--- src/sv/ccd_pkg.sv ---
// ---------------------------------------------------------------------------
// ccd_pkg
// Shared types, constants and the CRC-16 byte update for the COBS deframer.
// ---------------------------------------------------------------------------
package ccd_pkg;

    localparam int RX_BUFFER_BYTES  = 128;
    localparam int MAX_PACKET_BYTES = 64;
    localparam int MAX_REGISTERED   = 8;
    localparam int MAX_ENCODED      = MAX_PACKET_BYTES + MAX_PACKET_BYTES / 254 + 1;
    localparam int STORE_BYTES      = MAX_PACKET_BYTES + MAX_PACKET_BYTES / 254 + 2;
    localparam int STORE_ADDR_W     = $clog2(STORE_BYTES);
    localparam int ENC_W            = $clog2(RX_BUFFER_BYTES + 1);
    localparam int MIN_DECODED      = 3;
    localparam int CRC_BYTES        = 2;

    localparam logic [7:0]  DELIM    = 8'h00;
    localparam logic [15:0] CRC_POLY = 16'h1021;

    typedef enum logic [1:0] {
        CFG_CRC_INIT = 2'd0,
        CFG_TYPE_IDS = 2'd1,
        CFG_REG_CNT  = 2'd2
    } t_cfg_idx;

    typedef enum logic [1:0] {
        ST_OK  = 2'd0,
        ST_REJ = 2'd1,
        ST_UNK = 2'd2
    } t_status;

    typedef enum logic [1:0] {
        A_PLEN  = 2'd0,
        A_PLEN1 = 2'd1,
        A_NEXT  = 2'd2,
        A_IDX   = 2'd3
    } t_addr_sel;

    typedef struct packed {
        logic      take_byte;
        t_addr_sel addr_sel;
        logic      idx_clear;
        logic      cap_lo;
        logic      cap_hi;
        logic      crc_step;
        logic      match_cap;
        logic      out_load;
        t_status   out_status;
        logic      idx_inc;
        logic      err_inc;
        logic      frame_clear;
    } t_dp_cmd;

    typedef struct packed {
        logic nonempty;
        logic frame_bad;
        logic idx_last;
        logic crc_ok;
        logic type_found;
        logic out_free;
    } t_dp_stat;

    function automatic logic [15:0] crc_byte(input logic [15:0] crc, input logic [7:0] b);
        logic [15:0] c;
        c = crc ^ {b, 8'h00};
        for (int k = 0; k < 8; k++) begin
            c = c[15] ? ((c << 1) ^ CRC_POLY) : (c << 1);
        end
        return c;
    endfunction

endpackage

--- src/sv/ccd_ram.sv ---
// ---------------------------------------------------------------------------
// ccd_ram
// Generic single-write, single-read RAM with registered read data.
// ---------------------------------------------------------------------------
module ccd_ram #(
    parameter int WIDTH = 8,
    parameter int DEPTH = 64
) (
    input  logic                     i_clk,
    input  logic                     i_we,
    input  logic [$clog2(DEPTH)-1:0] i_waddr,
    input  logic [WIDTH-1:0]         i_wdata,
    input  logic [$clog2(DEPTH)-1:0] i_raddr,
    output logic [WIDTH-1:0]         o_rdata
);
    logic [WIDTH-1:0] r_mem [DEPTH];
    logic [WIDTH-1:0] r_rdata;

    always_ff @(posedge i_clk) begin
        if (i_we) begin
            r_mem[i_waddr] <= i_wdata;
        end
        r_rdata <= r_mem[i_raddr];
    end

    assign o_rdata = r_rdata;
endmodule

--- src/sv/ccd_ctrl.sv ---
// ---------------------------------------------------------------------------
// ccd_ctrl
// Frame controller: collects bytes, then checks, CRCs and emits a frame.
// ---------------------------------------------------------------------------
module ccd_ctrl (
    input  logic              i_clk,
    input  logic              i_rst_n,
    input  logic              i_rx_valid,
    input  logic [7:0]        i_rx_byte,
    output logic              o_rx_stall,
    input  ccd_pkg::t_dp_stat i_stat,
    output ccd_pkg::t_dp_cmd  o_cmd
);
    import ccd_pkg::*;

    typedef enum logic [9:0] {
        S_IDLE    = 10'b0000000001,
        S_CHECK   = 10'b0000000010,
        S_CRCLO   = 10'b0000000100,
        S_CRCHI   = 10'b0000001000,
        S_CRC     = 10'b0000010000,
        S_MATCH   = 10'b0000100000,
        S_EMIT_RD = 10'b0001000000,
        S_EMIT_WR = 10'b0010000000,
        S_REJ     = 10'b0100000000,
        S_UNK     = 10'b1000000000
    } t_state;

    t_state  r_state, n_state;
    t_dp_cmd cmd;
    logic    rx_acc;

    assign o_rx_stall = (r_state != S_IDLE);
    assign rx_acc     = i_rx_valid && (r_state == S_IDLE);

    always_comb begin
        n_state        = r_state;
        cmd            = '0;
        cmd.addr_sel   = A_IDX;
        cmd.out_status = ST_OK;
        case (r_state)
            S_IDLE: begin
                if (rx_acc) begin
                    if (i_rx_byte != DELIM) begin
                        cmd.take_byte = 1'b1;
                    end else if (i_stat.nonempty) begin
                        n_state = S_CHECK;
                    end
                end
            end
            S_CHECK: begin
                cmd.addr_sel  = A_PLEN;
                cmd.idx_clear = 1'b1;
                n_state       = i_stat.frame_bad ? S_REJ : S_CRCLO;
            end
            S_CRCLO: begin
                cmd.addr_sel = A_PLEN1;
                cmd.cap_lo   = 1'b1;
                n_state      = S_CRCHI;
            end
            S_CRCHI: begin
                cmd.cap_hi = 1'b1;
                n_state    = S_CRC;
            end
            S_CRC: begin
                cmd.addr_sel = A_NEXT;
                cmd.crc_step = 1'b1;
                if (i_stat.idx_last) begin
                    n_state = S_MATCH;
                end
            end
            S_MATCH: begin
                cmd.match_cap = 1'b1;
                if (!i_stat.crc_ok) begin
                    n_state = S_REJ;
                end else if (i_stat.type_found) begin
                    n_state = S_EMIT_RD;
                end else begin
                    n_state = S_UNK;
                end
            end
            S_EMIT_RD: begin
                n_state = S_EMIT_WR;
            end
            S_EMIT_WR: begin
                // hold the read address until the output slot frees up
                if (i_stat.out_free) begin
                    cmd.out_load = 1'b1;
                    cmd.idx_inc  = 1'b1;
                    if (i_stat.idx_last) begin
                        cmd.frame_clear = 1'b1;
                        n_state         = S_IDLE;
                    end else begin
                        n_state = S_EMIT_RD;
                    end
                end
            end
            S_REJ: begin
                cmd.out_status = ST_REJ;
                if (i_stat.out_free) begin
                    cmd.out_load    = 1'b1;
                    cmd.err_inc     = 1'b1;
                    cmd.frame_clear = 1'b1;
                    n_state         = S_IDLE;
                end
            end
            S_UNK: begin
                cmd.out_status = ST_UNK;
                if (i_stat.out_free) begin
                    cmd.out_load    = 1'b1;
                    cmd.frame_clear = 1'b1;
                    n_state         = S_IDLE;
                end
            end
            default: begin
                n_state = S_IDLE;
            end
        endcase
    end

    assign o_cmd = cmd;

    always_ff @(posedge i_clk) begin
        if (!i_rst_n) begin
            r_state <= S_IDLE;
        end else begin
            r_state <= n_state;
        end
    end
endmodule

--- src/sv/ccd_dp.sv ---
// ---------------------------------------------------------------------------
// ccd_dp
// Deframer datapath: COBS decode, frame store, CRC, type match, result register.
// ---------------------------------------------------------------------------
module ccd_dp (
    input  logic              i_clk,
    input  logic              i_rst_n,
    input  logic              i_cfg_we,
    input  logic [1:0]        i_cfg_idx,
    input  logic [63:0]       i_cfg_data,
    input  logic [7:0]        i_rx_byte,
    input  ccd_pkg::t_dp_cmd  i_cmd,
    output ccd_pkg::t_dp_stat o_stat,
    input  logic              i_res_stall,
    output logic              o_res_valid,
    output logic [1:0]        o_frame_status,
    output logic [2:0]        o_match_index,
    output logic [7:0]        o_payload_byte,
    output logic [5:0]        o_payload_length,
    output logic              o_last_of_frame,
    output logic [31:0]       o_error_total,
    output logic [31:0]       o_overflow_total
);
    import ccd_pkg::*;

    // configuration
    logic [15:0] r_crc_init;
    logic [63:0] r_type_ids;
    logic [3:0]  r_reg_cnt;

    // frame collection
    logic [ENC_W-1:0]        r_enc;
    logic [STORE_ADDR_W-1:0] r_dec;
    logic [7:0]              r_run;
    logic                    r_run_full;
    logic                    r_malformed;
    logic [31:0]             r_err;
    logic [31:0]             r_ovf;

    // frame check
    logic [STORE_ADDR_W-1:0] r_idx;
    logic [7:0]              r_rx_lo;
    logic [7:0]              r_rx_hi;
    logic [15:0]             r_crc;
    logic [7:0]              r_type;
    logic [2:0]              r_match;

    // result register
    logic        r_out_valid;
    t_status     r_out_status;
    logic [2:0]  r_out_idx;
    logic [7:0]  r_out_byte;
    logic [5:0]  r_out_len;
    logic        r_out_last;
    logic [31:0] r_out_err;
    logic [31:0] r_out_ovf;

    logic [ENC_W-1:0]        enc_n;
    logic                    enc_full;
    logic                    in_range;
    logic                    app_zero;
    logic                    app_data;
    logic                    room;
    logic                    ram_we;
    logic [7:0]              ram_wdata;
    logic [STORE_ADDR_W-1:0] plen_a;
    logic [STORE_ADDR_W-1:0] raddr;
    logic [7:0]              rdata;
    logic [3:0]              n_eff;
    logic                    found;
    logic [2:0]              found_idx;
    logic                    out_free;

    assign enc_full = (r_enc >= ENC_W'(RX_BUFFER_BYTES));
    assign enc_n    = r_enc + ENC_W'(1);
    assign in_range = (enc_n <= ENC_W'(MAX_ENCODED));
    assign app_zero = (r_run == 8'd0) && (enc_n > ENC_W'(1)) && !r_run_full;
    assign app_data = (r_run != 8'd0);
    assign room     = (r_dec < STORE_ADDR_W'(STORE_BYTES));
    assign ram_we   = i_cmd.take_byte && !enc_full && in_range && (app_zero || app_data) && room;
    assign ram_wdata = app_data ? i_rx_byte : 8'h00;

    assign plen_a = r_dec - STORE_ADDR_W'(CRC_BYTES);

    always_comb begin
        case (i_cmd.addr_sel)
            A_PLEN:  raddr = plen_a;
            A_PLEN1: raddr = plen_a + STORE_ADDR_W'(1);
            A_NEXT:  raddr = r_idx + STORE_ADDR_W'(1);
            A_IDX:   raddr = r_idx;
            default: raddr = r_idx;
        endcase
    end

    ccd_ram #(.WIDTH(8), .DEPTH(STORE_BYTES)) u_store (
        .i_clk   (i_clk),
        .i_we    (ram_we),
        .i_waddr (r_dec),
        .i_wdata (ram_wdata),
        .i_raddr (raddr),
        .o_rdata (rdata)
    );

    // first registered id that matches the type byte
    always_comb begin
        n_eff     = (r_reg_cnt > 4'(MAX_REGISTERED)) ? 4'(MAX_REGISTERED) : r_reg_cnt;
        found     = 1'b0;
        found_idx = 3'd0;
        for (int i = MAX_REGISTERED - 1; i >= 0; i--) begin
            if ((4'(i) < n_eff) && (r_type_ids[8*i +: 8] == r_type)) begin
                found     = 1'b1;
                found_idx = 3'(i);
            end
        end
    end

    assign out_free = !r_out_valid || !i_res_stall;

    assign o_stat.nonempty   = (r_enc != '0);
    assign o_stat.frame_bad  = (r_enc > ENC_W'(MAX_ENCODED)) || (r_run != 8'd0) || r_malformed
                               || (r_dec > STORE_ADDR_W'(MAX_PACKET_BYTES))
                               || (r_dec < STORE_ADDR_W'(MIN_DECODED));
    assign o_stat.idx_last   = (r_idx == plen_a - STORE_ADDR_W'(1));
    assign o_stat.crc_ok     = (r_crc == {r_rx_hi, r_rx_lo});
    assign o_stat.type_found = found;
    assign o_stat.out_free   = out_free;

    always_ff @(posedge i_clk) begin
        if (!i_rst_n) begin
            r_crc_init <= 16'hFFFF;
            r_type_ids <= '0;
            r_reg_cnt  <= '0;
        end else if (i_cfg_we) begin
            case (i_cfg_idx)
                CFG_CRC_INIT: r_crc_init <= i_cfg_data[15:0];
                CFG_TYPE_IDS: r_type_ids <= i_cfg_data;
                CFG_REG_CNT:  r_reg_cnt  <= i_cfg_data[3:0];
                default: ;
            endcase
        end
    end

    always_ff @(posedge i_clk) begin
        if (!i_rst_n) begin
            r_enc       <= '0;
            r_dec       <= '0;
            r_run       <= '0;
            r_run_full  <= 1'b0;
            r_malformed <= 1'b0;
            r_err       <= '0;
            r_ovf       <= '0;
        end else begin
            if (i_cmd.take_byte) begin
                if (enc_full) begin
                    r_ovf <= r_ovf + 32'd1;
                end else begin
                    r_enc <= enc_n;
                    if (in_range) begin
                        if (app_zero || app_data) begin
                            if (room) begin
                                r_dec <= r_dec + STORE_ADDR_W'(1);
                            end else begin
                                r_malformed <= 1'b1;
                            end
                        end
                        if (r_run == 8'd0) begin
                            r_run      <= i_rx_byte - 8'd1;
                            r_run_full <= (i_rx_byte == 8'hFF);
                        end else begin
                            r_run <= r_run - 8'd1;
                        end
                    end
                end
            end
            if (i_cmd.err_inc) begin
                r_err <= r_err + 32'd1;
            end
            if (i_cmd.frame_clear) begin
                r_enc       <= '0;
                r_dec       <= '0;
                r_run       <= '0;
                r_run_full  <= 1'b0;
                r_malformed <= 1'b0;
            end
        end
    end

    always_ff @(posedge i_clk) begin
        if (i_cmd.idx_clear || i_cmd.match_cap) begin
            r_idx <= '0;
        end else if (i_cmd.crc_step || i_cmd.idx_inc) begin
            r_idx <= r_idx + STORE_ADDR_W'(1);
        end
        if (i_cmd.cap_lo) begin
            r_rx_lo <= rdata;
        end
        if (i_cmd.cap_hi) begin
            r_rx_hi <= rdata;
            r_crc   <= r_crc_init;
        end
        if (i_cmd.crc_step) begin
            r_crc <= crc_byte(r_crc, rdata);
            if (r_idx == '0) begin
                r_type <= rdata;
            end
        end
        if (i_cmd.match_cap) begin
            r_match <= found_idx;
        end
    end

    always_ff @(posedge i_clk) begin
        if (!i_rst_n) begin
            r_out_valid <= 1'b0;
        end else if (out_free) begin
            r_out_valid <= i_cmd.out_load;
        end
    end

    always_ff @(posedge i_clk) begin
        if (i_cmd.out_load) begin
            r_out_status <= i_cmd.out_status;
            r_out_ovf    <= r_ovf;
            r_out_err    <= i_cmd.err_inc ? r_err + 32'd1 : r_err;
            case (i_cmd.out_status)
                ST_OK: begin
                    r_out_idx  <= r_match;
                    r_out_byte <= rdata;
                    r_out_len  <= plen_a[5:0];
                    r_out_last <= o_stat.idx_last;
                end
                ST_UNK: begin
                    r_out_idx  <= '0;
                    r_out_byte <= '0;
                    r_out_len  <= plen_a[5:0];
                    r_out_last <= 1'b1;
                end
                default: begin
                    r_out_idx  <= '0;
                    r_out_byte <= '0;
                    r_out_len  <= '0;
                    r_out_last <= 1'b1;
                end
            endcase
        end
    end

    assign o_res_valid      = r_out_valid;
    assign o_frame_status   = r_out_status;
    assign o_match_index    = r_out_idx;
    assign o_payload_byte   = r_out_byte;
    assign o_payload_length = r_out_len;
    assign o_last_of_frame  = r_out_last;
    assign o_error_total    = r_out_err;
    assign o_overflow_total = r_out_ovf;
endmodule

--- src/sv/cobs_crc_packet_deframer.sv ---
// ---------------------------------------------------------------------------
// cobs_crc_packet_deframer
// COBS deframer with CRC-16 check and registered packet-type dispatch.
// ---------------------------------------------------------------------------
// Data bytes: one per cycle, no result; the frame store takes one write a cycle.
// Delimiter: input stalls while a non-empty frame is checked and reported; the
//   CRC pass reads the store one byte a cycle, and emission of a matched frame
//   does a store read, then a result register load, for each payload byte, plus
//   any output stall. Unknown type, bad CRC, length or COBS reject: one result.
// Reset (synchronous, active low) clears counters, frame state, control and
//   sets the CRC start value to 0xFFFF; the frame store is not cleared.
module cobs_crc_packet_deframer (
    input  logic        i_clk,
    input  logic        i_rst_n,
    input  logic        i_cfg_we,
    input  logic [1:0]  i_cfg_idx,
    input  logic [63:0] i_cfg_data,
    input  logic        i_rx_valid,
    output logic        o_rx_stall,
    input  logic [7:0]  i_rx_byte,
    output logic        o_res_valid,
    input  logic        i_res_stall,
    output logic [1:0]  o_frame_status,
    output logic [2:0]  o_match_index,
    output logic [7:0]  o_payload_byte,
    output logic [5:0]  o_payload_length,
    output logic        o_last_of_frame,
    output logic [31:0] o_error_total,
    output logic [31:0] o_overflow_total
);
    import ccd_pkg::*;

    t_dp_cmd  cmd;
    t_dp_stat stat;

    ccd_ctrl u_ctrl (
        .i_clk      (i_clk),
        .i_rst_n    (i_rst_n),
        .i_rx_valid (i_rx_valid),
        .i_rx_byte  (i_rx_byte),
        .o_rx_stall (o_rx_stall),
        .i_stat     (stat),
        .o_cmd      (cmd)
    );

    ccd_dp u_dp (
        .i_clk            (i_clk),
        .i_rst_n          (i_rst_n),
        .i_cfg_we         (i_cfg_we),
        .i_cfg_idx        (i_cfg_idx),
        .i_cfg_data       (i_cfg_data),
        .i_rx_byte        (i_rx_byte),
        .i_cmd            (cmd),
        .o_stat           (stat),
        .i_res_stall      (i_res_stall),
        .o_res_valid      (o_res_valid),
        .o_frame_status   (o_frame_status),
        .o_match_index    (o_match_index),
        .o_payload_byte   (o_payload_byte),
        .o_payload_length (o_payload_length),
        .o_last_of_frame  (o_last_of_frame),
        .o_error_total    (o_error_total),
        .o_overflow_total (o_overflow_total)
    );

    a_status_last: assert property (@(posedge i_clk) disable iff (!i_rst_n)
        (o_res_valid && o_frame_status != ST_OK) |-> o_last_of_frame)
        else $error("reject or discard result not marked last");

    a_reject_len: assert property (@(posedge i_clk) disable iff (!i_rst_n)
        (o_res_valid && o_frame_status == ST_REJ) |-> (o_payload_length == 6'd0))
        else $error("rejected frame carries a length");

    a_ok_len: assert property (@(posedge i_clk) disable iff (!i_rst_n)
        (o_res_valid && o_frame_status == ST_OK) |-> (o_payload_length != 6'd0))
        else $error("payload byte with zero frame length");

    a_busy_stall: assert property (@(posedge i_clk) disable iff (!i_rst_n)
        (cmd.out_load || cmd.crc_step) |-> o_rx_stall)
        else $error("input taken while a frame is in flight");
endmodule

--- config.mk ---
export PLATFORM = sky130hd
export DESIGN_NAME = cobs_crc_packet_deframer
export DESIGN_NICKNAME = d
export VERILOG_FILES = /design/src/sv/ccd_pkg.sv /design/src/sv/ccd_ram.sv /design/src/sv/ccd_ctrl.sv /design/src/sv/ccd_dp.sv /design/src/sv/cobs_crc_packet_deframer.sv
export SDC_FILE = /design/constraint.sdc
export NUM_CORES = 1
export LEC_CHECK = 0
export BUFFER_PORTS_ARGS = -buffer_cell sky130_fd_sc_hd__buf_2
export CAP_MARGIN = 20
export CORE_AREA = 3 3 340 342
export CTS_CLUSTER_SIZE = 40
export DETAILED_ROUTE_END_ITERATION = 10
export DIE_AREA = 0 0 343 345
export HOLD_SLACK_MARGIN = 0.12
export SLEW_MARGIN = 20
export SYNTH_ARGS = -nofsm -noshare
export SYNTH_HDL_FRONTEND = slang
export SYNTH_SLANG_ARGS = --single-unit
--- constraint.sdc ---
create_clock -name i_clk -period 14.4 [get_ports i_clk]
set_input_delay 0 -clock i_clk [delete_from_list [all_inputs] [get_ports i_clk]]
set_output_delay 0 -clock i_clk [all_outputs]
set_load 0.1 [all_outputs]
==> metrics.txt, run 1 <==
skew final 26.06 ps; crit start category flip-flop; critical path fanouts, max 80; via count 24240; fmax ~180 MHz; IO Pins 165; Starting DRT DRC Count 1975; ratio of final minimum period to clock period 0.3764; PortBufs 164; fin worst setup slack 8980 ps; setup tns final 0 ps; Post CTS Setup Buffer Count 0; Compound-Gate Fraction of Synth Area 0.07351; total CTS buffers 90; setup-violating endpoint count in the final report 0; die span in x 343 um; DR DRC count 0; H-tree Lvls 3; P&R area growth vs syn 18.79%; wire per inst 19.66 um; required time of the worst setup path between 10000 and 15000 ps; Initial Utilization 0.3202; Synth Register Bits 854; RSZ-0062 raised after global routing no; number of flops mapped to enable cells by yosys 655; Die Y 345 um; crit path time final 5420 ps; initial antenna violation count 0; nets 3367; First-pass DRT Iterations 5; largest family of logic cells by synthesized area simple AND/OR/NAND/NOR gates; met1 WL between 40000 and 50000 um; Max Used Layer met4; count leader, synth edfxtp_1; synth warn 0; clock sink count 854; design area 42840 um2; Syn Area/Cell 12.00 um2; max-slew violation count 0; Rel. slew slack 0.2851; slew at the pin with the worst max-slew slack between 1000 and 1500 ps; DR WL met3 slightly below 6000 um; worst path arrival time 5990 ps; Distinct cells, synth 85; largest net degree at the start of global routing 85; mapped cell area 36070 um2; total grt overflow 0; Placed Area 38360 um2; Max-cap violations 0; met2 wire len 45240 um; Clk Latency, worst-skew pair 660 ps; Rows ~120; FF-to-FF path depth 11; Place WS 9077 ps; share of the synthesized area in the top cell type 0.5453; Net Count, Synth a little over 3000; synth top area cells edfxtp_1 55%, dfxtp_1 11%, nand2_1 6.5%; multiplexer area fraction after synthesis 0.03098; vias in the first global route 23610; ANT cells 0; drt total wl 95170 um; vias per inst 5.006; Detail Route Antenna Nets 0; clock slew at the register clock pins of the worst setup and hold paths 60 ps; Total Routing Usage GR 0.1555; RePlAce Congestion 0.8588; Hold WC Path Type input pin to flip-flop; worst setup path class flip-flop to flip-flop; first-pass GRT wire length 144200 um; hold path cells 4; Max VDD drop 0.1153 mV; dominant cell type by area after synthesis edfxtp_1; Commonest cells post-synth 655 x edfxtp_1, 620 x nand2_1, 224 x nand3_1; area share of fa/ha/maj cells after synthesis 0.006591; Mapped Cells 3005; share of layout cells above drive strength 1 0.1179; Hold Fails Final Rpt 0; Root Buffer clkbuf_16; Max clock buf depth 3; die area 118300 um2; Synth Area in XOR/XNOR 0.04735; post-synthesis sequential area ratio 0.6558; post-synthesis simple-gate area fraction 0.1626; critical path capture point type flip-flop; run status finished clean; PD cells about 180 nW/um2; Post-DP HPWL ~59000 um; core footprint between 100000 and 150000 um2; fraction of registers with async set/reset 0; Post-synth top flop edfxtp_1; Leak approximately 15 nW; total power 7.626 mW; post-CTS sizing 0; CTS tree built
-- critical path: stages (launching register included) --
cell and delay [ps]:
dfxtp_1 790, xor2_1 200, a211oi_2 860, a211o_4 600
buf_4 740, buf_4 770, nand2_1 130, a311oi_1 270
o311ai_0 140, a211oi_1 370, a21oi_1 120, o221ai_1 190
-- final cells by class --
class	instances	area, um2
tap	1500	1877
clock inverter	55	694.4
inverter	36	135.1
sequential	854	23650
multi-input combinational	1953	11660
fill	10790	69810
timing repair buffer	334	2451
clock buffer	110	2379
-- stage by stage --
stage | util | cells | hold slack (ps)
after floorplan | - | 3005 | 124.0
after global placement | 0.3405 | 4537 | 236.1
after detailed placement | 0.3405 | 4537 | 239.4
after CTS | 0.3799 | 4838 | 123.9
after global routing | 0.3803 | 4842 | 182.8
final | 0.3803 | 4842 | 169.8
-- path summary, 6_finish.rpt --
check	startpoint	slack [ps]	end
max	u_ctrl.r_state[4]	8980	u_dp.u_store.o_rdata[0]
min	i_cfg_data[29]	170	u_dp.r_type_ids[29]
max reg2reg	u_ctrl.r_state[4]	8980	u_dp.u_store.o_rdata[0]
min reg2reg	u_dp.r_ovf[31]	450	u_dp.o_overflow_total[31]
-- cell usage in the layout, fill, tap and decap left out, types with 28 or more instances in the layout --
| cell | synthesis | final |
|---|---|---|
| a21boi_0 | 72 | 72 |
| a21oi_1 | 85 | 84 |
| and2_1 | 80 | 71 |
| buf_2 | 59 | 163 |
| buf_4 | 5 | 31 |
| clkbuf_16 | 0 | 90 |
| dfxtp_1 | 199 | 199 |
| dlygate4sd3_1 | 0 | 139 |
| edfxtp_1 | 655 | 655 |
| inv_1 | 35 | 35 |
| mux2i_1 | 79 | 79 |
| nand2_1 | 620 | 619 |
| nand3_1 | 224 | 224 |
| nand4_1 | 28 | 28 |
| nor2_1 | 150 | 149 |
| o21ai_0 | 54 | 54 |
| xnor2_1 | 112 | 112 |
| xor2_1 | 83 | 83 |
-- per-layer routing --
metal,vias to the layer above,GRT usage
li1,11400,-
met2,795,0.2537
met4,0,0.05054
met5,-,0
met3,142,0.02463
met1,11910,0.2111
-- sequential cells by signal (all words and copies together), names as in the netlist, 3 cells and up --
register,flops
u_dp.o_error_total,32
u_dp.r_err,32
u_dp.o_payload_length,6
u_dp.r_run,8
u_dp.r_crc,16
u_dp.u_store.r_mem,528
u_ctrl.r_state,10
u_dp.r_ovf,32
u_dp.o_payload_byte,8
u_dp.r_dec,7
u_dp.r_match,3
u_dp.r_enc,8
u_dp.r_type,8
u_dp.o_match_index,3
u_dp.r_crc_init,16
u_dp.o_overflow_total,32
u_dp.r_reg_cnt,4
u_dp.r_idx,7
u_dp.r_rx_lo,8
u_dp.u_store.o_rdata,8
u_dp.r_rx_hi,8
u_dp.r_type_ids,64
-- kinds of logic (layout without fill, tap and decap cells) --
family / after synthesis / in the layout
multiplexers: 94 / 94
buffers and inverters: 198 / 535
XOR/XNOR: 195 / 195
AND/OR/NAND/NOR: 1268 / 1268
flip-flops: 854 / 854
AO/OA/AOI/OAI: 377 / 377
adder cells (fa/ha/maj): 19 / 19
-- timing repair --
action                                  in CTS  in global routing
hold buffers                               136                  3
hold endpoints to repair                   111                  6
endpoints found under the setup margin       0                  0
-- power breakdown --
group          internal [mW]  switching (mW)
registers               3.05          0.0843
clock network           1.42           0.986
logic                  0.612            1.48
total                   5.08            2.55
No activity file was read; power rests on OpenSTA's default activity.
==> inputs of run 2 (changes only) <==
- clock period: 14.4 -> 4.9 ns (I/O delays scaled with it)
==> run 2 against run 1 <==
Compared with the run above:
- die area unchanged
- via count increased by 1.2%
- clock skew decreased by 8.7 ps
- register-to-register slack got worse by 8500 ps
- setup slack got worse by 8500 ps
==> metrics.txt, run 2 (synthesis gave the netlist of run 1 again) <==
Clk Latency, worst-skew pair 650 ps (was 660 ps); Rel. slew slack 0.3101 (was 0.2851); H-tree Lvls 3 (unchanged); highest-count cells in the layout ignoring fill and taps 655 x edfxtp_1, 619 x nand2_1, 224 x nand3_1, 199 x dfxtp_1, 163 x buf_2 (unchanged); worst path arrival time 5010 ps (was 5990 ps); clock slew at the register clock pins of the worst setup and hold paths 60 ps (about the same); core footprint 112700 um2 (unchanged); commonest non-fill, non-tap cell in the layout edfxtp_1 (unchanged); post-CTS sizing 0 (unchanged); Root Buffer clkbuf_16 (unchanged); setup tns final 0 ps (unchanged); Leak 14.92 nW (was 14.75 nW); die area 118300 um2 (unchanged); Hold Fails Final Rpt 0 (unchanged); max-slew violation count 0 (unchanged); Hold WC Path Type input pin to flip-flop (unchanged); RePlAce Congestion 0.8586 (was 0.8588); largest reg by FF count u_dp.u_store.r_mem (unchanged); first-pass GRT wire length 145600 um (was 144200 um); total grt overflow 0 (unchanged); share of layout cells above drive strength 1 0.1257 (was 0.1179); RSZ-0062 raised after global routing no (unchanged); Fill cells 10720 (was 10790); P&R area growth vs syn 19.32% (was 18.79%); Starting DRT DRC Count 2343 (was 1975); Detail Route Antenna Nets 0 (unchanged); slowest cell on the critical path dfxtp_1 (was a211oi_2); Top delay family on crit path compound AO/OA/AOI/OAI gates (unchanged); Die Y 345 um (unchanged); PortBufs 164 (unchanged); CP peak stage delay 630 ps (was 860 ps); DR DRC count 0 (unchanged); cell repeated most along the worst path mux2i_1 (was buf_4); wire per inst 19.73 um (was 19.66 um); PD cells 518.5 nW/um2 (was 178.0 nW/um2); fmax 225.0 MHz (was 184.5 MHz); initial antenna violation count 0 (unchanged); CTS tree built (unchanged); Max-cap violations 0 (unchanged); nets 3408 (was 3367); total power 22.31 mW (was 7.626 mW); via count 24530 (was 24240); Buf+Inv Stages, Crit Path 1 (was 2); Post-DP HPWL 60550 um (was 58660 um); crit path time final 4445 ps (was 5420 ps); skew final 17.36 ps (was 26.06 ps); Largest regs u_dp.u_store.r_mem (528), u_dp.r_type_ids (64) (unchanged); required time of the worst setup path 5470 ps (was 14970 ps); # hold bufs at CTS 138 (was 136); largest net degree at the start of global routing 98 (was 85); Max clock buf depth 3 (unchanged); worst setup path class flip-flop to flip-flop (unchanged); critical path capture point type flip-flop (unchanged); Rows 123 (unchanged); flip-flop count of the largest register after layout 528 (unchanged); IO Pins 165 (unchanged); vias per inst 5.024 (was 5.006); drt total wl 96340 um (was 95170 um); hold_ws 161.6 ps (was 169.8 ps); crit start category flip-flop (unchanged); ratio of final minimum period to clock period 0.9072 (was 0.3764); Initial Utilization 0.3202 (unchanged); Total Routing Usage GR 0.1577 (was 0.1555); Post CTS Setup Buffer Count 0 (unchanged); total CTS buffers 90 (unchanged); Seq. cell area 23650 um2 (unchanged); run status finished clean (unchanged); setup-violating endpoint count in the final report 0 (unchanged); die span in x 343 um (unchanged); First-pass DRT Iterations 5 (unchanged); multi-input logic area 11650 um2 (was 11660 um2); slew at the pin with the worst max-slew slack 1032 ps (was 1069 ps); Max VDD drop 0.5087 mV (was 0.1153 mV); clock sink count 854 (unchanged); worst-path cell chain nor3b_2, a211o_1, a211o_4, buf_12, mux2i_1, mux2i_1, o22ai_1, a211oi_1, a21oi_1, o221ai_1 (was xor2_1, a211oi_2, a211o_4, buf_4, buf_4, nand2_1, a311oi_1, o311ai_0, a211oi_1, a21oi_1, o221ai_1); critical path fanouts, max 97 (was 80); vias in the first global route 23960 (was 23610)
## run 2: cell types whose count changed in the layout (fill, tap and decap cells not counted), sizes merged
cell,change
dlygate4sd3,-1
bufinv,-6
buf,+42
clkinv,-3
diode,+1
clkbuf,+8
## run 2: metrics by stage
stage	utilization	std cells	area [um2]	setup WS, ps
after floorplan	-	3005	36070	656.9
after global placement	0.3440	4580	38760	606.3
after detailed placement	0.3441	4580	38760	532.1
after CTS	0.3820	4882	43030	518.2
after global routing	0.3820	4882	43030	191.7
final	0.3820	4883	43040	454.7
## run 2: area by class of cell
type / instances / area share
Clock buffer: 118 / 0.05690
Inverter: 36 / 0.003140
Timing Repair Buffer: 375 / 0.06571
Sequential cell: 854 / 0.5496
Multi-Input combinational cell: 1953 / 0.2708
Tap cell: 1500 / 0.04361
Antenna cell: 1 / 0.00005815
Clock inverter: 46 / 0.01020
## run 2: worst paths after layout
path	start	to	slack, ps	cells after the start
setup / recovery	u_ctrl.r_state[1]	u_dp.u_store.o_rdata[3]	450	10
hold reg to reg	u_dp.r_ovf[31]	u_dp.o_overflow_total[31]	450	0
hold / removal	i_cfg_data[20]	u_dp.r_type_ids[20]	160	4
setup reg to reg	u_ctrl.r_state[1]	u_dp.u_store.o_rdata[3]	450	10
## run 2: worst min-delay path, delay by kind of cell
family	cells	cell delay (ps)
AND/OR/NAND/NOR	1	40
AO/OA/AOI/OAI	1	60
buffers and inverters	2	650
## run 2: metal layers
layer / GRT usage / up-vias / part of all wire
li1: - / 11460 / -
met3: 0.03040 / 133 / 0.075
met1: 0.2148 / 12030 / 0.43
met4: 0.04319 / 0 / 0.024
met5: 0 / - / 0
met2: 0.2562 / 901 / 0.47
## run 2: where the power goes
| group | internal (mW) | leakage [nW] | switching (mW) |
|---|---|---|---|
| Sequential | 8.97 | 7.44 | 0.248 |
| Clock | 3.89 | 1.40 | 2.78 |
| Combinational | 1.92 | 6.08 | 4.49 |
